==> src/hw/rtl/qat_pkg.sv <==
// Shared types and constants of the quoted argument tokenizer.
// Depends on nothing; every other file of the block uses it.
`default_nettype none

package qat_pkg;

	localparam int MAX_BYTES = 4096;
	localparam int MAX_PARTS = 64;

	localparam int BYTE_W   = 8;
	localparam int KIND_W   = 3;
	localparam int OFFSET_W = 12;
	localparam int LENGTH_W = 13;
	localparam int TOTAL_W  = 7;
	localparam int POS_W    = 13;

	localparam int CFG_DATA_W = 32;
	localparam int CFG_ADDR_W = 3;

	localparam logic [BYTE_W-1:0] CH_SPACE     = 8'h20;
	localparam logic [BYTE_W-1:0] CH_BACKSLASH = 8'h5c;
	localparam logic [BYTE_W-1:0] CH_QUOTE     = 8'h22;

	localparam logic [TOTAL_W-1:0] MAX_COMPONENTS_RESET = 7'd64;

	// register index on the configuration port
	localparam logic REG_MAX_COMPONENTS = 1'b0;

	typedef enum logic [KIND_W-1:0] {
		K_COMPONENT    = 3'd0,
		K_DONE         = 3'd1,
		K_TOO_MANY     = 3'd2,
		K_UNTERMINATED = 3'd3,
		K_TOO_LONG     = 3'd4
	} kind_t;

	// error register holds the result kind of the pending error, this one when clean
	localparam kind_t NO_ERROR = K_COMPONENT;

	typedef enum logic [2:0] {
		PH_BETWEEN   = 3'd0,
		PH_BACKSLASH = 3'd1,
		PH_BARE      = 3'd2,
		PH_QOPEN     = 3'd3,
		PH_QUOTED    = 3'd4
	} phase_t;

	typedef struct packed {
		kind_t                kind;
		logic [OFFSET_W-1:0]  offset;
		logic [LENGTH_W-1:0]  length;
		logic [TOTAL_W-1:0]   total;
		logic                 end_of_run;
	} result_t;

	// up to two results written into the output queue in one cycle
	typedef struct packed {
		logic [1:0] count;
		result_t    first;
		result_t    second;
	} push_t;

endpackage

`default_nettype wire

==> src/hw/rtl/qat_in_if.sv <==
// Byte channel of the quoted argument tokenizer: valid/ready with byte and last flag.
// Depends on qat_pkg for field widths.
`default_nettype none

interface qat_in_if;
	logic                        valid;
	logic                        ready;
	logic [qat_pkg::BYTE_W-1:0]  byte_value;
	logic                        last_byte;

	modport source (output valid, output byte_value, output last_byte, input ready);
	modport sink   (input valid, input byte_value, input last_byte, output ready);
endinterface

`default_nettype wire

==> src/hw/rtl/qat_out_if.sv <==
// Result channel of the quoted argument tokenizer: valid/ready with one result.
// Depends on qat_pkg for field widths.
`default_nettype none

interface qat_out_if;
	logic                          valid;
	logic                          ready;
	logic [qat_pkg::KIND_W-1:0]    result_kind;
	logic [qat_pkg::OFFSET_W-1:0]  token_offset;
	logic [qat_pkg::LENGTH_W-1:0]  token_length;
	logic [qat_pkg::TOTAL_W-1:0]   component_total;
	logic                          end_of_run;

	modport source (output valid, output result_kind, output token_offset,
		output token_length, output component_total, output end_of_run, input ready);
	modport sink   (input valid, input result_kind, input token_offset,
		input token_length, input component_total, input end_of_run, output ready);
endinterface

`default_nettype wire

==> src/hw/rtl/qat_cfg.sv <==
// APB-style register file of the tokenizer: holds max_components.
// Depends on qat_pkg.
`default_nettype none

module qat_cfg (
	input  wire logic                            clk,
	input  wire logic                            arst_n,
	input  wire logic                            psel,
	input  wire logic                            penable,
	input  wire logic                            pwrite,
	input  wire logic [qat_pkg::CFG_ADDR_W-1:0]  paddr,
	input  wire logic [qat_pkg::CFG_DATA_W-1:0]  pwdata,
	output logic      [qat_pkg::CFG_DATA_W-1:0]  prdata,
	output logic                                 pready,
	output logic      [qat_pkg::TOTAL_W-1:0]     max_components
);
	import qat_pkg::*;

	logic [TOTAL_W-1:0] max_components_q;
	logic               reg_sel;
	logic               wr_en;

	assign reg_sel = (paddr[CFG_ADDR_W-1] == REG_MAX_COMPONENTS);
	assign wr_en   = psel && penable && pwrite && reg_sel;
	assign pready  = 1'b1;

	always_ff @(posedge clk or negedge arst_n) begin
		if (!arst_n) begin
			max_components_q <= MAX_COMPONENTS_RESET;
		end else if (wr_en) begin
			max_components_q <= pwdata[TOTAL_W-1:0];
		end
	end

	always_comb begin
		prdata = '0;
		if (reg_sel) begin
			prdata[TOTAL_W-1:0] = max_components_q;
		end
	end

	assign max_components = max_components_q;

endmodule

`default_nettype wire

==> src/hw/rtl/qat_scan.sv <==
// Scanner of the tokenizer: input register, run state and the per-byte update
// that produces up to two results. Depends on qat_pkg and qat_in_if.
`default_nettype none

module qat_scan (
	input  wire logic                         clk,
	input  wire logic                         arst_n,
	qat_in_if.sink                            data_ch,
	input  wire logic [qat_pkg::TOTAL_W-1:0]  max_components,
	input  wire logic                         room,
	output qat_pkg::push_t                    push
);
	import qat_pkg::*;

	// input register
	logic               valid_s1;
	logic [BYTE_W-1:0]  byte_s1;
	logic               last_s1;

	// run state
	phase_t               phase_q,  phase_d;
	logic [POS_W-1:0]     pos_q,    pos_d;
	logic [OFFSET_W-1:0]  start_q,  start_d;
	logic [LENGTH_W-1:0]  len_q,    len_d;
	logic [TOTAL_W-1:0]   found_q,  found_d;
	kind_t                err_q,    err_d;

	logic                 fire;
	logic [TOTAL_W-1:0]   limit;
	logic                 comp_valid;
	logic [OFFSET_W-1:0]  comp_off;
	logic [LENGTH_W-1:0]  comp_len;
	logic [TOTAL_W-1:0]   found_sum;
	// error code of this byte's done result, before the run is cleared
	kind_t                err_run;
	result_t              comp_res;
	result_t              done_res;

	assign fire          = valid_s1 && room;
	assign data_ch.ready = !valid_s1 || room;

	assign limit = (max_components < TOTAL_W'(MAX_PARTS)) ? max_components
		: TOTAL_W'(MAX_PARTS);

	always_ff @(posedge clk or negedge arst_n) begin
		if (!arst_n) begin
			valid_s1 <= 1'b0;
		end else if (data_ch.ready) begin
			valid_s1 <= data_ch.valid;
		end
	end

	always_ff @(posedge clk) begin
		if (data_ch.ready && data_ch.valid) begin
			byte_s1 <= data_ch.byte_value;
			last_s1 <= data_ch.last_byte;
		end
	end

	always_comb begin
		phase_d    = phase_q;
		pos_d      = pos_q;
		start_d    = start_q;
		len_d      = len_q;
		err_d      = err_q;
		comp_valid = 1'b0;
		comp_off   = start_q;
		comp_len   = len_q;

		if (err_q == NO_ERROR && pos_q >= POS_W'(MAX_BYTES)) begin
			err_d = K_TOO_LONG;
		end

		if (err_d == NO_ERROR) begin
			pos_d = pos_q + 1'b1;
			case (phase_q)
				PH_BETWEEN: begin
					if (byte_s1 != CH_SPACE) begin
						if (found_q >= limit) begin
							err_d = K_TOO_MANY;
						end else begin
							start_d = pos_q[OFFSET_W-1:0];
							len_d   = LENGTH_W'(1);
							if (byte_s1 == CH_BACKSLASH) begin
								phase_d = PH_BACKSLASH;
							end else if (byte_s1 == CH_QUOTE) begin
								phase_d = PH_QOPEN;
							end else begin
								phase_d = PH_BARE;
							end
						end
					end
				end
				PH_BACKSLASH: begin
					comp_valid = 1'b1;
					comp_len   = (byte_s1 == CH_SPACE) ? LENGTH_W'(1) : LENGTH_W'(2);
					phase_d    = PH_BETWEEN;
				end
				PH_BARE: begin
					if (byte_s1 == CH_SPACE) begin
						comp_valid = 1'b1;
						phase_d    = PH_BETWEEN;
					end else begin
						len_d = len_q + 1'b1;
					end
				end
				PH_QOPEN: begin
					if (byte_s1 == CH_QUOTE) begin
						phase_d = PH_BETWEEN;
					end else begin
						start_d = pos_q[OFFSET_W-1:0];
						len_d   = LENGTH_W'(1);
						phase_d = PH_QUOTED;
					end
				end
				PH_QUOTED: begin
					if (byte_s1 == CH_QUOTE) begin
						comp_valid = 1'b1;
						phase_d    = PH_BETWEEN;
					end else begin
						len_d = len_q + 1'b1;
					end
				end
				default: begin
					phase_d = PH_BETWEEN;
				end
			endcase
		end

		// close an open word at the last byte; a component from the byte itself
		// always leaves the phase between components, so at most one fires
		if (last_s1 && err_d == NO_ERROR) begin
			case (phase_d)
				PH_BARE: begin
					comp_valid = 1'b1;
					comp_off   = start_d;
					comp_len   = len_d;
				end
				PH_BACKSLASH: begin
					comp_valid = 1'b1;
					comp_off   = start_d;
					comp_len   = LENGTH_W'(1);
				end
				PH_QOPEN, PH_QUOTED: begin
					err_d = K_UNTERMINATED;
				end
				default: begin
				end
			endcase
		end

		found_sum = found_q + TOTAL_W'(comp_valid);
		found_d   = found_sum;
		err_run   = err_d;

		// clear the run after the done result
		if (last_s1) begin
			phase_d = PH_BETWEEN;
			pos_d   = '0;
			start_d = '0;
			len_d   = '0;
			found_d = '0;
			err_d   = NO_ERROR;
		end
	end

	always_comb begin
		comp_res            = '0;
		comp_res.kind       = K_COMPONENT;
		comp_res.offset     = comp_off;
		comp_res.length     = comp_len;

		done_res            = '0;
		done_res.kind       = (err_run != NO_ERROR) ? err_run : K_DONE;
		done_res.total      = found_sum;
		done_res.end_of_run = 1'b1;

		push = '0;
		if (fire) begin
			if (comp_valid) begin
				push.first  = comp_res;
				push.second = done_res;
				push.count  = last_s1 ? 2'd2 : 2'd1;
			end else if (last_s1) begin
				push.first = done_res;
				push.count = 2'd1;
			end
		end
	end

	always_ff @(posedge clk or negedge arst_n) begin
		if (!arst_n) begin
			phase_q <= PH_BETWEEN;
			pos_q   <= '0;
			start_q <= '0;
			len_q   <= '0;
			found_q <= '0;
			err_q   <= NO_ERROR;
		end else if (fire) begin
			phase_q <= phase_d;
			pos_q   <= pos_d;
			start_q <= start_d;
			len_q   <= len_d;
			found_q <= found_d;
			err_q   <= err_d;
		end
	end

endmodule

`default_nettype wire

==> src/hw/rtl/qat_out_fifo.sv <==
// Four-entry result queue of the tokenizer: takes up to two results a cycle,
// hands out one per transaction. Depends on qat_pkg and qat_out_if.
`default_nettype none

module qat_out_fifo (
	input  wire logic            clk,
	input  wire logic            arst_n,
	input  wire qat_pkg::push_t  push,
	output logic                 room,
	qat_out_if.source            result_ch
);
	import qat_pkg::*;

	localparam int DEPTH = 4;
	localparam int PTR_W = $clog2(DEPTH);
	localparam int CNT_W = $clog2(DEPTH + 1);

	result_t            mem_q [DEPTH];
	logic [PTR_W-1:0]   head_q;
	logic [PTR_W-1:0]   tail_q;
	logic [CNT_W-1:0]   count_q;
	logic               pop;
	logic [CNT_W-1:0]   count_after_pop;
	result_t            head_res;

	assign pop             = result_ch.valid && result_ch.ready;
	assign count_after_pop = count_q - CNT_W'(pop);
	// a byte may leave two results; take it only with two free slots
	assign room            = (count_after_pop <= CNT_W'(DEPTH - 2));

	always_ff @(posedge clk) begin
		if (push.count != 2'd0) begin
			mem_q[tail_q] <= push.first;
		end
		if (push.count == 2'd2) begin
			mem_q[tail_q + PTR_W'(1)] <= push.second;
		end
	end

	always_ff @(posedge clk or negedge arst_n) begin
		if (!arst_n) begin
			head_q  <= '0;
			tail_q  <= '0;
			count_q <= '0;
		end else begin
			head_q  <= head_q + PTR_W'(pop);
			tail_q  <= tail_q + PTR_W'(push.count);
			count_q <= count_after_pop + CNT_W'(push.count);
		end
	end

	assign head_res                  = mem_q[head_q];
	assign result_ch.valid           = (count_q != '0);
	assign result_ch.result_kind     = head_res.kind;
	assign result_ch.token_offset    = head_res.offset;
	assign result_ch.token_length    = head_res.length;
	assign result_ch.component_total = head_res.total;
	assign result_ch.end_of_run      = head_res.end_of_run;

endmodule

`default_nettype wire

==> src/hw/rtl/quoted_argument_tokenizer_top.sv <==
// Top level of the quoted argument tokenizer: register port, scanner and result queue.
// Depends on qat_pkg, qat_in_if, qat_out_if, qat_cfg, qat_scan and qat_out_fifo.
`default_nettype none

// Splits a byte string into components, one byte per transaction on data_ch
// with last_byte on the final byte. Spaces separate components; a backslash
// and the byte after it form one component, the backslash alone if that byte
// is a space; a quoted string yields its contents, an empty one no component;
// anything else runs to the next space. Each component leaves one transaction
// on result_ch with its offset and length, and after the last byte a done
// transaction carries the count or the error code (too many components,
// unterminated quote, string longer than MAX_BYTES). A byte lands in the input
// register; from there the scanner updates the run state and writes zero, one
// or two results into a four-entry queue. The scanner accepts one byte per
// cycle as long as the queue has two free slots, so sustained throughput is
// one byte per cycle while result_ch keeps up. Write max_components
// (address 0) only while the block is idle.
module quoted_argument_tokenizer_top (
	input  wire logic                            clk,
	input  wire logic                            arst_n,
	qat_in_if.sink                               data_ch,
	qat_out_if.source                            result_ch,
	input  wire logic                            psel,
	input  wire logic                            penable,
	input  wire logic                            pwrite,
	input  wire logic [qat_pkg::CFG_ADDR_W-1:0]  paddr,
	input  wire logic [qat_pkg::CFG_DATA_W-1:0]  pwdata,
	output logic      [qat_pkg::CFG_DATA_W-1:0]  prdata,
	output logic                                 pready
);
	import qat_pkg::*;

	logic [TOTAL_W-1:0] max_components;
	logic               room;
	push_t              push;

	// hold the component limit
	qat_cfg u_cfg (
		.clk            (clk),
		.arst_n         (arst_n),
		.psel           (psel),
		.penable        (penable),
		.pwrite         (pwrite),
		.paddr          (paddr),
		.pwdata         (pwdata),
		.prdata         (prdata),
		.pready         (pready),
		.max_components (max_components)
	);

	// advance the run state one byte per cycle while the queue has room
	qat_scan u_scan (
		.clk            (clk),
		.arst_n         (arst_n),
		.data_ch        (data_ch),
		.max_components (max_components),
		.room           (room),
		.push           (push)
	);

	// queue results so a stalled consumer does not block the scanner at once
	qat_out_fifo u_out_fifo (
		.clk       (clk),
		.arst_n    (arst_n),
		.push      (push),
		.room      (room),
		.result_ch (result_ch)
	);

endmodule

`default_nettype wire
==> src/flat_wrapper.sv <==
// flat-port wrapper written by rule: the top's interface ports become plain ports
module quoted_argument_tokenizer_top_flat import qat_pkg::*;
  (clk, arst_n, psel, penable, pwrite, paddr, pwdata, prdata, pready, data_ch_valid, data_ch_byte_value, data_ch_last_byte, data_ch_ready, result_ch_valid, result_ch_result_kind, result_ch_token_offset, result_ch_token_length, result_ch_component_total, result_ch_end_of_run, result_ch_ready);
  qat_in_if data_ch_i ();
  qat_out_if result_ch_i ();
  input  wire logic clk;
  input  wire logic arst_n;
  input  wire logic psel;
  input  wire logic penable;
  input  wire logic pwrite;
  input  wire logic [qat_pkg::CFG_ADDR_W-1:0] paddr;
  input  wire logic [qat_pkg::CFG_DATA_W-1:0] pwdata;
  output logic      [qat_pkg::CFG_DATA_W-1:0] prdata;
  output logic pready;
  input wire logic [$bits(data_ch_i.valid)-1:0] data_ch_valid;
  input wire logic [$bits(data_ch_i.byte_value)-1:0] data_ch_byte_value;
  input wire logic [$bits(data_ch_i.last_byte)-1:0] data_ch_last_byte;
  output wire logic [$bits(data_ch_i.ready)-1:0] data_ch_ready;
  output wire logic [$bits(result_ch_i.valid)-1:0] result_ch_valid;
  output wire logic [$bits(result_ch_i.result_kind)-1:0] result_ch_result_kind;
  output wire logic [$bits(result_ch_i.token_offset)-1:0] result_ch_token_offset;
  output wire logic [$bits(result_ch_i.token_length)-1:0] result_ch_token_length;
  output wire logic [$bits(result_ch_i.component_total)-1:0] result_ch_component_total;
  output wire logic [$bits(result_ch_i.end_of_run)-1:0] result_ch_end_of_run;
  input wire logic [$bits(result_ch_i.ready)-1:0] result_ch_ready;
  assign data_ch_i.valid = data_ch_valid;
  assign data_ch_i.byte_value = data_ch_byte_value;
  assign data_ch_i.last_byte = data_ch_last_byte;
  assign data_ch_ready = data_ch_i.ready;
  assign result_ch_valid = result_ch_i.valid;
  assign result_ch_result_kind = result_ch_i.result_kind;
  assign result_ch_token_offset = result_ch_i.token_offset;
  assign result_ch_token_length = result_ch_i.token_length;
  assign result_ch_component_total = result_ch_i.component_total;
  assign result_ch_end_of_run = result_ch_i.end_of_run;
  assign result_ch_i.ready = result_ch_ready;
  quoted_argument_tokenizer_top u_core (.clk(clk), .arst_n(arst_n), .data_ch(data_ch_i), .result_ch(result_ch_i), .psel(psel), .penable(penable), .pwrite(pwrite), .paddr(paddr), .pwdata(pwdata), .prdata(prdata), .pready(pready));
endmodule
==> config.mk <==
export PLATFORM = sky130hd
export DESIGN_NAME = quoted_argument_tokenizer_top_flat
export DESIGN_NICKNAME = d
export VERILOG_FILES = /design/src/hw/rtl/qat_pkg.sv /design/src/hw/rtl/qat_in_if.sv /design/src/hw/rtl/qat_out_if.sv /design/src/hw/rtl/qat_cfg.sv /design/src/hw/rtl/qat_scan.sv /design/src/hw/rtl/qat_out_fifo.sv /design/src/hw/rtl/quoted_argument_tokenizer_top.sv /design/src/flat_wrapper.sv
export SDC_FILE = /design/constraint.sdc
export NUM_CORES = 1
export LEC_CHECK = 0
export BUFFER_PORTS_ARGS = -buffer_cell sky130_fd_sc_hd__buf_4
export CORE_ASPECT_RATIO = 1.25
export CORE_MARGIN = 1.5
export CORE_UTILIZATION = 45
export CTS_CLUSTER_DIAMETER = 60
export DETAILED_ROUTE_END_ITERATION = 6
export PLACE_DENSITY = 0.66
export SLEW_MARGIN = 0
export SYNTH_ARGS = -nofsm -noshare
export SYNTH_HDL_FRONTEND = slang
export SYNTH_HIERARCHICAL = 1
export SYNTH_SLANG_ARGS = --single-unit
==> constraint.sdc <==
create_clock -name clk -period 9.4 [get_ports clk]
set_input_delay 0.94 -clock clk [delete_from_list [all_inputs] [get_ports clk]]
set_output_delay 0.94 -clock clk [all_outputs]
set_load 0.01 [all_outputs]
==> qor.csv <==
stage;metric;value;unit
outcome;status;finished clean;
synthesis;post-synthesis cell area;12420;sq um
clock_tree;H-tree depth;1;
clock_tree;hold_buf cts;0;
power;sequential fraction of design power;35.8;%
power;Power per Cell Area;282.9;nW/um^2
clock_tree;Post-CTS Resized;0;
global_route;vias in the first global route;8182;
synthesis;sequential-to-total area share from yosys stat;50.28;%
synthesis;post-synthesis register bit count;219;
power;combinational power share;40.8;%
floorplanning;core box area;26990;sq um
clock_tree;CTS root buf;clkbuf_16;
power;Pint;0.002451;W
clock_tree;clock tree buffer depth;3;
synthesis;Yosys cell types;75;
finish;final design instance area without fill;13830;sq um
floorplanning;die footprint;28620;sq um
finish;Filler cells;2343;
power;NetSw;0.001461;W
global_route;initial antenna violation count;0;
detailed_routing;Routed Antenna Nets;0;
worst_setup_path;WP data required;9.53;ns
timing;Pins Over Slew Limit;0;
min_path;Hold Path Class;reg2reg;
placed_design;number of I/O port buffers;68;
placed_design;area of placed instances;13050;sq um
detailed_routing;DRT iter0 DRCs;549;
worst_setup_path;CP endpoint kind;flip-flop;
finish;Ant. Diodes;0;
timing;Tcrit/Tclk final;59.35;%
timing;final setup violation count;0;
synthesis;async set-or-reset flop fraction in the synthesized netlist;30.14;%
placed_design;Placed Cells incl. Taps;1356;
finish;layout cells sized above 1;31.94;%
placed_design;global placement routability congestion;0.8075;
clock_tree;clock sinks;219;
finish;fin nets;1109;
detailed_routing;post-DR wirelength/cell;19.39;microns
power;Clk pwr share;23.4;%
detailed_routing;drt via density;5.735;
timing;unrepaired setup endpoints after global routing;false;
timing;TNS Setup;0;ns
timing;worst rel slew slack;30.03;%
power;Power Total;0.003912;W
synthesis;Primary FF master, synth;edfxtp_1;
synthesis;number of synthesized flops with an enable pin;153;
detailed_routing;First-pass DRT Iterations;5;
power;VDD IR max;0.2019;mV
global_route;All-Layer GR Usage;19.75;%
worst_setup_path;R2R depth;14;
worst_setup_path;CP startpoint kind;flip-flop;
clock_tree;TritonCTS clock tree;done;
timing;Tmin final;5.579;ns
timing;Tightest Pin Transition;1.045;ns
floorplanning;Die Y;188.8;microns
synthesis;Mapped Cells;989;
power;Switching Fraction;37.35;%
timing;f_max;0.1792;GHz
clock_tree;Post-CTS Setup Repair Bufs;0;
floorplanning;Ports;122;
timing;Fin. Hold Viols;0;
power;Leak;5.290;nW
finish;Area Overhead vs Synth;11.29;%
clock_tree;Clock transition at path regs;0.06;ns
placed_design;Final HPWL DP;16.17;mm
timing;Final Skew;0.01568;ns
detailed_routing;DRT Wirelength;27.15;mm
clock_tree;clk_lat worst skew;0.51;ns
global_route;global-route wire length before repair;44.28;mm
detailed_routing;DRC violations left;0;
synthesis;Avg Synthesized Cell Area;12.56;sq um
synthesis;Syn. warnings;6;
global_route;GRT overflow;0;
global_route;largest net degree at the start of global routing;69;
worst_setup_path;CP arrival;5.71;ns
flow_run;Max Cap Violations;0;
detailed_routing;via count;8029;
floorplanning;std cell rows;67;
finish;Finished Layout Cells;1400;
worst_setup_path;critical path type;reg2reg;
worst_setup_path;CP max FO;37;
floorplanning;overall die width;151.6;microns
clock_tree;CTS buffer count;24;
min_path;Worst Hold Depth;2;
floorplanning;initial core utilization;46.03;%
[cell usage after synthesis (all sizes together) (4+ instances only)]
master,instances,share of area (%)
ha,20,2.0
a21boi,6,0.36
nand3,13,0.52
xnor2,9,0.63
o21ai,56,2.3
a311oi,4,0.28
dfrtp,65,13
clkbuf,33,1.0
nor3,9,0.36
o31ai,4,0.35
xor2,11,0.84
edfxtp,153,37
mux4,36,6.5
inv,18,0.54
and2b,7,0.49
a22o,8,0.56
or3,7,0.35
a31oi,7,0.35
nand2,65,2.0
a211oi,23,1.4
and3,13,0.65
o211ai,12,0.73
mux2,152,14
nand2b,7,0.35
buf,81,4.6
nand4,23,1.2
nor2,53,1.6
a21oi,20,0.84
and2,7,0.35
a22oi,12,0.73
[worst paths after layout]
| kind | from | to | slack (ns) |
|---|---|---|---|
| min in group asynchronous | arst_n | u_core/u_out_fifo/head_q[0] | 0.57 |
| worst max register to register | u_core/u_cfg/max_components[6] | u_core/u_out_fifo/mem_q[2][19] | 3.82 |
| worst min-delay path | u_core/u_scan/start_q[5] | u_core/u_scan/start_q[5] | 0.51 |
| max in group asynchronous | arst_n | u_core/u_out_fifo/head_q[0] | 8.21 |
| worst max-delay path | u_core/u_cfg/max_components[6] | u_core/u_out_fifo/mem_q[2][19] | 3.82 |
| worst min register to register | u_core/u_scan/start_q[5] | u_core/u_scan/start_q[5] | 0.51 |
[logic make-up after synthesis]
logic type / after synthesis / share of synthesized area [%]
AOI/OAI and AO/OA: 179 / 9.718
xor gates and xnor gates: 20 / 1.470
adders and majority gates: 21 / 2.175
buffers and inverters: 132 / 6.133
DFF: 219 / 50.28
muxes: 189 / 20.38
other: 3 / 0.09063
and+or+nand+nor: 226 / 9.748
[placed cells by master, fill, tap and decap left out, drive strengths merged, types with 3 or more instances in the layout]
cell type,synthesis,layout
xor2,11,11
nand2b,7,7
dfrtp,65,65
a31oi,7,7
a211oi,23,23
a311oi,4,4
a22oi,12,12
a22o,8,8
or3,7,7
nand2,65,65
clkbuf,33,35
nor2,53,53
mux2,152,152
edfxtp,153,153
clkinv,0,7
and2,7,7
nand4,23,23
buf,81,86
o21ai,56,56
o211ai,12,12
nor4b,3,3
conb,3,53
mux4,36,36
nand3,13,13
and2b,7,7
and3,13,13
nor2b,3,3
nor3,9,9
ha,20,20
inv,18,19
nor3b,3,3
a21boi,6,6
o31ai,4,4
a21oi,20,20
o22ai,3,3
o21a,3,3
xnor2,9,9
[state kept, by name (all words and copies together), names as in the netlist]
name,cells
u_core/u_scan/err_q,3
u_core/u_scan/last_s1,1
u_core/u_out_fifo/count_q,3
u_core/u_scan/start_q,12
u_core/u_scan/phase_q,3
u_core/u_cfg/max_components,7
u_core/u_out_fifo/mem_q,144
u_core/u_scan/pos_q,13
u_core/u_out_fifo/tail_q,2
u_core/u_scan/valid_s1,1
u_core/u_scan/found_q,7
u_core/u_out_fifo/head_q,2
u_core/u_scan/len_q,13
u_core/u_scan/byte_s1,8
[worst max-delay path: stages (launching register included)]
cell      delay [ns]
dfstp_2         0.55
inv_1           0.10
ha_1            0.35
nand4_1         0.10
o21ai_1         0.64
o21ai_1         0.37
xor2_2          0.70
a21oi_2         0.13
inv_1           0.13
ha_1            0.23
and3_1          0.28
nor4bb_4        0.30
buf_4           0.53
o21bai_4        0.23
buf_4           0.53
[final cells by class]
type,instances,area (sq um),share of cell area [%]
clock inverter,9,72.57,0.5248
clock buffer,35,703.2,5.086
inverter,18,67.56,0.4886
timing repair buffer,86,645.6,4.669
multi-input combinational,688,5658,40.92
tap,345,431.7,3.122
sequential,219,6248,45.19
[routing by layer]
| layer | wire length (microns) | up-vias | track usage (%) |
|---|---|---|---|
| met4 | 557 | 0 | 5.251 |
| met2 | 13100 | 217 | 33.29 |
| li1 | - | 3779 | - |
| met5 | 0 | - | 0 |
| met3 | 1453 | 35 | 2.252 |
| met1 | 12040 | 3998 | 26.92 |
[power by group through the flow]
stage	Combinational (W)	Sequential (W)	Clock [W]
6_report	0.00160	0.00140	0.000915
5_1_grt	0.00174	0.00143	0.000973
4_1_cts	0.00161	0.00140	0.000937
3_5_place_dp	0.00160	0.00142	0
3_3_place_gp	0.00159	0.00141	0
2_1_floorplan	0.00108	0.00139	0
[per-stage QoR]
stage	hold WS, ns	worst slack, ns	util, %
after detailed placement	0.4933	3.781	48.35
final	0.5058	3.821	51.22
after global routing	0.5402	3.353	51.22
after floorplan	0.4655	3.021	-
after CTS	0.5086	3.788	51.22
after global placement	0.4802	3.856	48.35
Note: power is estimated with default switching activity, not from simulation.
